**src/sv/etsh_pkg.sv**
```systemverilog
// Package for the execution-time statistics histogram block.
// Holds the payload and divider structs, register codes and a saturating-increment helper.
// No dependencies.
package etsh_pkg;

    localparam int FINE_STEP_PERCENT_DEF = 5;
    localparam int COARSE_BINS_DEF       = 8;

    localparam int TICK_W     = 32;
    localparam int COUNT_W    = 32;
    localparam int TOTAL_W    = 48;
    localparam int BIN_IDX_W  = 6;
    localparam int NUM_W      = 40;
    localparam int QUOT_W     = 8;
    localparam int CFG_IDX_W  = 1;
    localparam int CFG_DATA_W = 32;

    localparam logic OP_RECORD = 1'b0;
    localparam logic OP_READ   = 1'b1;

    localparam logic [CFG_IDX_W-1:0] CFG_PERIOD = 1'b0;
    localparam logic [CFG_IDX_W-1:0] CFG_DELAY  = 1'b1;

    localparam logic [TICK_W-1:0] PERIOD_RESET = 32'd1000000;
    localparam logic [TICK_W-1:0] DELAY_RESET  = 32'd0;

    typedef struct packed {
        logic                 opcode;
        logic [TICK_W-1:0]    sample_ticks;
        logic [BIN_IDX_W-1:0] bin_index;
    } etsh_in_t;

    typedef struct packed {
        logic [COUNT_W-1:0] sample_count;
        logic [COUNT_W-1:0] overrun_count;
        logic [TICK_W-1:0]  max_ticks;
        logic [TOTAL_W-1:0] total_ticks;
        logic [COUNT_W-1:0] bin_count;
        logic               recorded;
    } etsh_out_t;

    typedef struct packed {
        logic              start;
        logic [NUM_W-1:0]  numer;
        logic [NUM_W-1:0]  denom;
        logic [QUOT_W-1:0] limit;
    } div_req_t;

    typedef struct packed {
        logic              done;
        logic [QUOT_W-1:0] quot;
    } div_rsp_t;

    function automatic logic [COUNT_W-1:0] sat_inc(input logic [COUNT_W-1:0] v);
        logic [COUNT_W-1:0] r;
        r = (v == '1) ? v : v + 1'b1;
        return r;
    endfunction

endpackage

```
**src/sv/exec_time_stats_histogram_top.sv**
```systemverilog
// Execution-time statistics histogram, top level.
// Sequencer, counters and configuration; uses etsh_div and etsh_bin_mem.
// Depends on etsh_pkg.
//
// Usage:
//   Input channel in_valid/in_stall/in_data carries one transaction per item:
//   opcode record (sample_ticks) or read (bin_index). The output channel
//   out_valid/out_stall/out_data returns one transaction per item with the
//   counters, the requested bin and the recorded flag.
//   Configuration: cfg_we writes cfg_data into register cfg_index
//   (period_ticks, delay_samples); the user must write only while no item is
//   in flight, as the block does not enforce it. One item is processed at a
//   time; in_stall stays high until it is done. A read fetches its bin, a sample
//   below the delay threshold is only counted, and a recorded sample updates
//   the counters, takes bin 0 or the last coarse bin if the period is zero or
//   else its bin from the repeated-subtraction divider (clamped to 39 fine, 7
//   coarse), then updates the bin. A new item is taken the cycle after the
//   result enters the output register, even while it waits to be taken.
//   A stalled result holds; a finished item waits until the output register
//   frees up. Reset clears all counters and bins and loads default registers.
module exec_time_stats_histogram_top
    import etsh_pkg::*;
#(
    parameter int FINE_STEP_PERCENT = FINE_STEP_PERCENT_DEF,
    parameter int COARSE_BINS       = COARSE_BINS_DEF
)
(
    input  logic                  clk,
    input  logic                  rst_n,
    input  logic                  in_valid,
    output logic                  in_stall,
    input  etsh_in_t              in_data,
    output logic                  out_valid,
    input  logic                  out_stall,
    output etsh_out_t             out_data,
    input  logic                  cfg_we,
    input  logic [CFG_IDX_W-1:0]  cfg_index,
    input  logic [CFG_DATA_W-1:0] cfg_data
);

    localparam int FINE_BINS = (100 / FINE_STEP_PERCENT) * 2;
    localparam int NUM_BINS  = FINE_BINS + COARSE_BINS;
    localparam int AW        = $clog2(NUM_BINS);

    typedef enum logic [2:0] {
        S_IDLE,
        S_LOAD,
        S_SETUP,
        S_DIV,
        S_RDBIN,
        S_BIN,
        S_DONE
    } state_t;

    state_t               state_reg, state_next;
    logic                 op_reg, op_next;
    logic [TICK_W-1:0]    d_reg, d_next;
    logic [BIN_IDX_W-1:0] idx_reg, idx_next;
    logic [COUNT_W-1:0]   count_reg, count_next;
    logic [COUNT_W-1:0]   overrun_reg, overrun_next;
    logic [TICK_W-1:0]    max_reg, max_next;
    logic [TOTAL_W-1:0]   total_reg, total_next;
    logic [TICK_W-1:0]    period_reg, period_next;
    logic [TICK_W-1:0]    delay_reg, delay_next;
    logic                 coarse_reg, coarse_next;
    logic [NUM_W-1:0]     fsp_reg, fsp_next;
    logic [QUOT_W-1:0]    q_reg, q_next;
    logic [AW-1:0]        addr_reg, addr_next;
    logic [COUNT_W-1:0]   bin_reg, bin_next;
    logic                 rec_reg, rec_next;
    logic                 out_valid_reg, out_valid_next;
    etsh_out_t            out_data_reg, out_data_next;

    logic [COUNT_W-1:0]   count_inc;
    logic [TOTAL_W:0]     sum;
    logic                 in_range;
    logic [AW-1:0]        rd_addr;
    logic                 rd_en;
    logic                 wr_en;
    logic [COUNT_W-1:0]   rd_data;
    div_req_t             div_req;
    div_rsp_t             div_rsp;

    assign count_inc = sat_inc(count_reg);
    assign sum       = {1'b0, total_reg} + (TOTAL_W + 1)'(d_reg);
    assign in_range  = int'(idx_reg) < NUM_BINS;

    always_comb
    begin
        div_req.start = (state_reg == S_SETUP) && (period_reg != '0);
        if (coarse_reg)
        begin
            div_req.numer = NUM_W'({d_reg, 1'b0}) - NUM_W'(period_reg)
                            - NUM_W'({period_reg, 1'b0});
            div_req.denom = NUM_W'({period_reg, 1'b0});
            div_req.limit = QUOT_W'(COARSE_BINS - 1);
        end
        else
        begin
            div_req.numer = NUM_W'(d_reg) * NUM_W'(200) + fsp_reg;
            div_req.denom = {fsp_reg[NUM_W-2:0], 1'b0};
            div_req.limit = QUOT_W'(FINE_BINS - 1);
        end
    end

    always_comb
    begin
        if (op_reg == OP_READ)
        begin
            rd_addr = AW'(idx_reg);
        end
        else if (coarse_reg)
        begin
            rd_addr = AW'(FINE_BINS) + AW'(q_reg);
        end
        else
        begin
            rd_addr = AW'(q_reg);
        end
    end

    assign rd_en = (state_reg == S_RDBIN);
    assign wr_en = (state_reg == S_BIN) && (op_reg == OP_RECORD);

    always_comb
    begin
        state_next     = state_reg;
        op_next        = op_reg;
        d_next         = d_reg;
        idx_next       = idx_reg;
        count_next     = count_reg;
        overrun_next   = overrun_reg;
        max_next       = max_reg;
        total_next     = total_reg;
        period_next    = period_reg;
        delay_next     = delay_reg;
        coarse_next    = coarse_reg;
        fsp_next       = fsp_reg;
        q_next         = q_reg;
        addr_next      = addr_reg;
        bin_next       = bin_reg;
        rec_next       = rec_reg;
        out_valid_next = out_valid_reg && out_stall;
        out_data_next  = out_data_reg;

        if (cfg_we)
        begin
            unique case (cfg_index)
                CFG_PERIOD: period_next = cfg_data;
                CFG_DELAY:  delay_next  = cfg_data;
            endcase
        end

        unique case (state_reg)
            S_IDLE:
            begin
                if (in_valid)
                begin
                    op_next  = in_data.opcode;
                    d_next   = in_data.sample_ticks;
                    idx_next = in_data.bin_index;
                    bin_next = '0;
                    rec_next = 1'b0;
                    state_next = (in_data.opcode == OP_READ) ? S_RDBIN : S_LOAD;
                end
            end
            S_LOAD:
            begin
                count_next = count_inc;
                if (count_inc < delay_reg)
                begin
                    state_next = S_DONE;
                end
                else
                begin
                    rec_next = 1'b1;
                    if (d_reg > period_reg)
                    begin
                        overrun_next = sat_inc(overrun_reg);
                    end
                    if (d_reg > max_reg)
                    begin
                        max_next = d_reg;
                    end
                    total_next  = sum[TOTAL_W] ? '1 : sum[TOTAL_W-1:0];
                    coarse_next = {1'b0, d_reg} > {period_reg, 1'b0};
                    fsp_next    = NUM_W'(period_reg) * NUM_W'(FINE_STEP_PERCENT);
                    state_next  = S_SETUP;
                end
            end
            S_SETUP:
            begin
                if (period_reg == '0)
                begin
                    q_next     = coarse_reg ? QUOT_W'(COARSE_BINS - 1) : '0;
                    state_next = S_RDBIN;
                end
                else
                begin
                    state_next = S_DIV;
                end
            end
            S_DIV:
            begin
                if (div_rsp.done)
                begin
                    q_next     = div_rsp.quot;
                    state_next = S_RDBIN;
                end
            end
            S_RDBIN:
            begin
                addr_next  = rd_addr;
                state_next = S_BIN;
            end
            S_BIN:
            begin
                if (op_reg == OP_READ)
                begin
                    bin_next = in_range ? rd_data : '0;
                end
                state_next = S_DONE;
            end
            S_DONE:
            begin
                if (!out_valid_reg || !out_stall)
                begin
                    out_data_next.sample_count  = count_reg;
                    out_data_next.overrun_count = overrun_reg;
                    out_data_next.max_ticks     = max_reg;
                    out_data_next.total_ticks   = total_reg;
                    out_data_next.bin_count     = bin_reg;
                    out_data_next.recorded      = rec_reg;
                    out_valid_next              = 1'b1;
                    state_next                  = S_IDLE;
                end
            end
            default:
            begin
                state_next = S_IDLE;
            end
        endcase
    end

    always_ff @(posedge clk or negedge rst_n)
    begin
        if (!rst_n)
        begin
            state_reg     <= S_IDLE;
            op_reg        <= OP_RECORD;
            d_reg         <= '0;
            idx_reg       <= '0;
            count_reg     <= '0;
            overrun_reg   <= '0;
            max_reg       <= '0;
            total_reg     <= '0;
            period_reg    <= PERIOD_RESET;
            delay_reg     <= DELAY_RESET;
            coarse_reg    <= 1'b0;
            fsp_reg       <= '0;
            q_reg         <= '0;
            addr_reg      <= '0;
            bin_reg       <= '0;
            rec_reg       <= 1'b0;
            out_valid_reg <= 1'b0;
            out_data_reg  <= '0;
        end
        else
        begin
            state_reg     <= state_next;
            op_reg        <= op_next;
            d_reg         <= d_next;
            idx_reg       <= idx_next;
            count_reg     <= count_next;
            overrun_reg   <= overrun_next;
            max_reg       <= max_next;
            total_reg     <= total_next;
            period_reg    <= period_next;
            delay_reg     <= delay_next;
            coarse_reg    <= coarse_next;
            fsp_reg       <= fsp_next;
            q_reg         <= q_next;
            addr_reg      <= addr_next;
            bin_reg       <= bin_next;
            rec_reg       <= rec_next;
            out_valid_reg <= out_valid_next;
            out_data_reg  <= out_data_next;
        end
    end

    etsh_div u_div (
        .clk   (clk),
        .rst_n (rst_n),
        .req   (div_req),
        .rsp   (div_rsp)
    );

    etsh_bin_mem #(
        .DEPTH (NUM_BINS)
    ) u_bin_mem (
        .clk     (clk),
        .rst_n   (rst_n),
        .wr_en   (wr_en),
        .wr_addr (addr_reg),
        .wr_data (sat_inc(rd_data)),
        .rd_en   (rd_en),
        .rd_addr (rd_addr),
        .rd_data (rd_data)
    );

    assign in_stall  = (state_reg != S_IDLE);
    assign out_valid = out_valid_reg;
    assign out_data  = out_data_reg;

endmodule

```
**src/sv/etsh_div.sv**
```systemverilog
// Repeated-subtraction divider with a quotient clamp.
// Computes min(numer / denom, limit), one subtraction per cycle.
// Depends on etsh_pkg.
module etsh_div
    import etsh_pkg::*;
(
    input  logic     clk,
    input  logic     rst_n,
    input  div_req_t req,
    output div_rsp_t rsp
);

    typedef enum logic {
        DV_IDLE,
        DV_RUN
    } dv_state_t;

    dv_state_t         state_reg, state_next;
    logic [NUM_W-1:0]  rem_reg, rem_next;
    logic [NUM_W-1:0]  den_reg, den_next;
    logic [QUOT_W-1:0] lim_reg, lim_next;
    logic [QUOT_W-1:0] quot_reg, quot_next;
    logic              done_reg, done_next;
    logic              step_ok;

    assign step_ok = (quot_reg < lim_reg) && (rem_reg >= den_reg);

    always_comb
    begin
        state_next = state_reg;
        rem_next   = rem_reg;
        den_next   = den_reg;
        lim_next   = lim_reg;
        quot_next  = quot_reg;
        done_next  = 1'b0;
        unique case (state_reg)
            DV_IDLE:
            begin
                if (req.start)
                begin
                    rem_next   = req.numer;
                    den_next   = req.denom;
                    lim_next   = req.limit;
                    quot_next  = '0;
                    state_next = DV_RUN;
                end
            end
            DV_RUN:
            begin
                if (step_ok)
                begin
                    rem_next  = rem_reg - den_reg;
                    quot_next = quot_reg + 1'b1;
                end
                else
                begin
                    done_next  = 1'b1;
                    state_next = DV_IDLE;
                end
            end
        endcase
    end

    always_ff @(posedge clk or negedge rst_n)
    begin
        if (!rst_n)
        begin
            state_reg <= DV_IDLE;
            rem_reg   <= '0;
            den_reg   <= '0;
            lim_reg   <= '0;
            quot_reg  <= '0;
            done_reg  <= 1'b0;
        end
        else
        begin
            state_reg <= state_next;
            rem_reg   <= rem_next;
            den_reg   <= den_next;
            lim_reg   <= lim_next;
            quot_reg  <= quot_next;
            done_reg  <= done_next;
        end
    end

    assign rsp.done = done_reg;
    assign rsp.quot = quot_reg;

endmodule

```
**src/sv/etsh_bin_mem.sv**
```systemverilog
// Histogram bin memory: one write port, one registered read port.
// Per-entry valid bits make unwritten entries read as zero after reset.
// Depends on etsh_pkg.
module etsh_bin_mem
    import etsh_pkg::*;
#(
    parameter int DEPTH = 48
)
(
    input  logic                     clk,
    input  logic                     rst_n,
    input  logic                     wr_en,
    input  logic [$clog2(DEPTH)-1:0] wr_addr,
    input  logic [COUNT_W-1:0]       wr_data,
    input  logic                     rd_en,
    input  logic [$clog2(DEPTH)-1:0] rd_addr,
    output logic [COUNT_W-1:0]       rd_data
);

    logic [COUNT_W-1:0] mem [DEPTH];
    logic [DEPTH-1:0]   valid_reg;
    logic [COUNT_W-1:0] rd_data_reg;
    logic               rd_valid_reg;

    always_ff @(posedge clk or negedge rst_n)
    begin
        if (!rst_n)
        begin
            valid_reg    <= '0;
            rd_valid_reg <= 1'b0;
        end
        else
        begin
            if (wr_en)
            begin
                valid_reg[wr_addr] <= 1'b1;
            end
            if (rd_en)
            begin
                rd_valid_reg <= valid_reg[rd_addr];
            end
        end
    end

    always_ff @(posedge clk)
    begin
        if (wr_en)
        begin
            mem[wr_addr] <= wr_data;
        end
        if (rd_en)
        begin
            rd_data_reg <= mem[rd_addr];
        end
    end

    assign rd_data = rd_valid_reg ? rd_data_reg : '0;

endmodule

```
**config.mk**
```make
export PLATFORM = sky130hd
export DESIGN_NAME = exec_time_stats_histogram_top
export DESIGN_NICKNAME = d
export VERILOG_FILES = /design/src/sv/etsh_pkg.sv /design/src/sv/exec_time_stats_histogram_top.sv /design/src/sv/etsh_div.sv /design/src/sv/etsh_bin_mem.sv
export SDC_FILE = /design/constraint.sdc
export NUM_CORES = 2
export LEC_CHECK = 0
export BUFFER_PORTS_ARGS = -buffer_cell sky130_fd_sc_hd__buf_2
export CAP_MARGIN = 20
export CELL_PAD_IN_SITES_DETAIL_PLACEMENT = 1
export CELL_PAD_IN_SITES_GLOBAL_PLACEMENT = 2
export CORE_AREA = 5 5 487 489
export CTS_CLUSTER_DIAMETER = 80
export CTS_CLUSTER_SIZE = 28
export DETAILED_ROUTE_END_ITERATION = 10
export DIE_AREA = 0 0 492 494
export PLACE_DENSITY = 0.75
export SYNTH_ARGS = -nofsm -noshare
export SYNTH_HDL_FRONTEND = slang
export SYNTH_HIERARCHICAL = 1
export SYNTH_SLANG_ARGS = --single-unit
```
**constraint.sdc**
```tcl
create_clock -name clk -period 17.05 [get_ports clk]
set_input_delay 3.41 -clock clk [delete_from_list [all_inputs] [get_ports clk]]
set_output_delay 3.41 -clock clk [all_outputs]
set_load 0.01 [all_outputs]
```
==> impl_metrics.env <==
export IMPL_status="completed"
export IMPL_cts_tree="yes"
export IMPL_p_per_area_mw_per_mm2=194.9
export IMPL_antenna_found_initial=11
export IMPL_reg2reg_to="u_div/rem_reg[37]"
export IMPL_clock_skew_ns=0.08418
export IMPL_critPathLaunchType="flop"
export IMPL_grt_pass1_vias=65600
export IMPL_pwr_share_seq=0.318
export IMPL_holdCritPathClass="flop to flop"
export IMPL_cts_resized=0
export IMPL_vias_per_cell=5.964
export IMPL_worst_r2r_path_depth=29
export IMPL_layout_nets=8053
export IMPL_max_freq_mhz=140.9
export IMPL_synthCells=7251
export IMPL_synth_edff_count=1568
export IMPL_drv_slew=0
export IMPL_synthFlopType="edfxtp_1"
export IMPL_start_util=0.4490
export IMPL_cp_max_fo=10
export IMPL_area_delta_synth_final_pct=9.303
export IMPL_drt_first_pass_iters=5
export IMPL_cp_slowest_stage_delay_ns=0.61
export IMPL_hold_path_depth=1
export IMPL_grt_max_degree=157
export IMPL_period_share=0.4162
export IMPL_ys_seq_area_frac=0.6100
export IMPL_p_clk_frac=0.153
export IMPL_cts_buffers_inserted=119
export IMPL_synth_ff_latch_count=2224
export IMPL_grt_busiest_layer="met2"
export IMPL_num_rows=177
export IMPL_slew_headroom=0.2346
export IMPL_post_place_ws_ns=10.02
export IMPL_wl_per_cell_um=29.54
export IMPL_grt_usage=0.2540
export IMPL_use_met1=0.3307
export IMPL_reg2reg_from="d_reg[4]"
export IMPL_drt_iter0_markers=5426
export IMPL_final_area_sq_mm=0.1138
export IMPL_worstSkewPairLatency_ns=0.84
export IMPL_setup_tns_ns=0
export IMPL_io_pins=256
export IMPL_final_min_clock_period_ns=7.097
export IMPL_ir_drop_mv=0.1841
export IMPL_cts_clk_slew_worst_paths_ns=0.10
export IMPL_timing_hold_violations_final=0
export IMPL_clock_sinks=2224
export IMPL_postCtsSetupRepairBufs=0
export IMPL_end_kind="flop"
export IMPL_switching_share=0.4277
export IMPL_clockBufferDepth=3
export IMPL_grt_overflow_total=0
export IMPL_crit_path_top_delay_cell="dfrtp_1"
export IMPL_layout_drive_gt1_share=0.1906
export IMPL_wirelength_um=313600
export IMPL_netlist_cell_type_count=98
export IMPL_grt_met2_usage=0.4484
export IMPL_drc=0
export IMPL_worstPathArrival_ns=7.74
export IMPL_largest_reg_flops=1536
export IMPL_power_switching_uw=9485
export IMPL_vias=63320
export IMPL_cpMostUsedCell="ha_1"
export IMPL_hold_start="u_bin_mem/valid_reg[19]"
export IMPL_dieArea_sq_mm=0.2430
export IMPL_hold_end="u_bin_mem/valid_reg[19]"
export IMPL_die_w_um=492
export IMPL_yosys_warnings=6
export IMPL_required_ns=17.70
export IMPL_final_setup_worst_slack_ns=9.953
export IMPL_post_dp_cell_area_sq_mm=0.1095
export IMPL_grt_pass1_wl_um=457000
export IMPL_max_cap_violations=0
export IMPL_dp_hpwl_um=207400
export IMPL_setup_viol=0
export IMPL_p_leak_uw=0.04351
export IMPL_postRouteAntennaNets=0
export IMPL_holdBufCountCts=0
export IMPL_coreArea_sq_mm=0.2319
export IMPL_gp_congestion=0.8752
export IMPL_cts_root_buffer="clkbuf_16"
export IMPL_p_int_uw=12690
export IMPL_htree_levels=3
export IMPL_p_comb_frac=0.529
export IMPL_synthArstFlopShare=0.2950
export IMPL_worst_slew_pin_slew_ns=1.139
export IMPL_rsz0062_at_grt="false"
export IMPL_r2r_slack_ns=9.95
export IMPL_worstSetupPathType="flop to flop"
export IMPL_port_buffer_count=255
export IMPL_use_met3=0.02693
export IMPL_synth_area_per_cell_sq_um=14.36
export IMPL_netlist_area_sq_mm=0.1041
export IMPL_die_y_um=494
[logic make-up (layout without fill, tap and decap cells)]
group                      count (synthesis)  in the layout  share of synthesized area
adders and majority gates                502            502                    0.06271
and+or+nand+nor                         1457           1457                    0.06783
AOI/OAI and AO/OA                       1350           1350                    0.07944
DFF                                     2224           2224                     0.6100
xor gates and xnor gates                 322            322                    0.02709
other                                      2             18                 0.00007214
buffers and inverters                    657            963                    0.02797
muxes                                    737            737                     0.1249
[critical path: cells and delay by family, from the launching register on]
family | cells | cell delay (ns)
buf+inv | 2 | 0.09
xor+xnor | 2 | 0.29
simple gates | 8 | 1.76
flops | 1 | 0.61
compound gates | 12 | 2.53
fa+ha+maj | 5 | 1.62
[cells in the mapped netlist, drive strengths merged, types with 109 or more instances]
| library cell | instances | share of area |
|---|---|---|
| a21o | 151 | 0.011 |
| mux2 | 250 | 0.027 |
| o22ai | 134 | 0.0081 |
| xnor2 | 204 | 0.017 |
| a21oi | 284 | 0.014 |
| dfrtp | 649 | 0.16 |
| nand3 | 109 | 0.0052 |
| edfxtp | 1568 | 0.45 |
| inv | 353 | 0.013 |
| clkbuf | 156 | 0.0057 |
| xor2 | 118 | 0.0099 |
| mux4 | 422 | 0.091 |
| nor2 | 238 | 0.0086 |
| ha | 469 | 0.056 |
| o21ai | 467 | 0.023 |
| buf | 148 | 0.0095 |
| nand2 | 581 | 0.021 |
[power groups by stage]
stage	clock [uW]	combinational (uW)	sequential (uW)
2_1_floorplan	0	8230	7030
3_3_place_gp	0	11500	7180
3_5_place_dp	0	11800	7190
4_1_cts	3470	11800	7070
5_1_grt	3700	12800	7090
6_report	3380	11700	7060
[per-layer routing]
| layer | wire length, um | share of wire |
|---|---|---|
| met4 | 12310 | 0.039 |
| met5 | 0 | 0 |
| met3 | 15040 | 0.048 |
| met1 | 126200 | 0.40 |
| met2 | 160000 | 0.51 |
[worst max path at each step]
stage | start | endpoint | slack (ns)
2_1_floorplan | d_reg[4] | u_div/rem_reg[37] | 11.16
3_3_place_gp | d_reg[4] | u_div/rem_reg[37] | 10.01
3_5_place_dp | d_reg[4] | u_div/rem_reg[37] | 10.02
4_1_cts | d_reg[4] | u_div/rem_reg[37] | 9.90
5_1_grt | d_reg[4] | u_div/rem_reg[37] | 9.52
6_report | d_reg[4] | u_div/rem_reg[37] | 9.95
[layout make-up]
| type | count | area, sq um |
|---|---|---|
| Antenna cell | 6 | 15.01 |
| Clock buffer | 150 | 3147 |
| Clock inverter | 64 | 949.7 |
| Fill cell | 22650 | 118100 |
| Inverter | 353 | 1328 |
| Multi-Input combinational cell | 4380 | 38520 |
| Sequential cell | 2224 | 63520 |
| Tap cell | 3043 | 3807 |
| Timing Repair Buffer | 396 | 2509 |
[metrics by stage]
| step | std cells | total power, uW | utilization | hold WS [ns] |
|---|---|---|---|---|
| global placement | 10390 | 18720 | 0.4723 | 0.4459 |
| finish | 10620 | 22180 | 0.4908 | 0.4735 |
| global route | 10610 | 23620 | 0.4907 | 0.4879 |
| CTS | 10600 | 22370 | 0.4899 | 0.4760 |
| detailed placement | 10390 | 18960 | 0.4723 | 0.4500 |
| floorplan | 7261 | 15260 | - | 0.4308 |
[cells in the final DEF (no fill, tap or decap), types with 36 or more instances in the layout]
cell type,n
a21o_1,150
a31oi_1,38
xor2_1,106
nor3_1,45
dfrtp_1,646
o21ai_0,390
or4_1,36
o21bai_1,47
nand2b_1,45
nor2_1,188
nor2_4,49
ha_1,469
nand3_1,108
xnor2_1,187
nand2_1,579
o22ai_1,134
mux2_2,242
nand4_1,83
or2_2,66
and2_1,47
a21oi_1,279
inv_1,350
o21ai_1,73
and3_1,67
buf_4,128
buf_2,254
nor2b_1,54
o21a_1,40
mux2i_1,65
mux4_2,418
edfxtp_1,1568
clkbuf_16,121
Note: power is estimated with default switching activity, not from simulation.
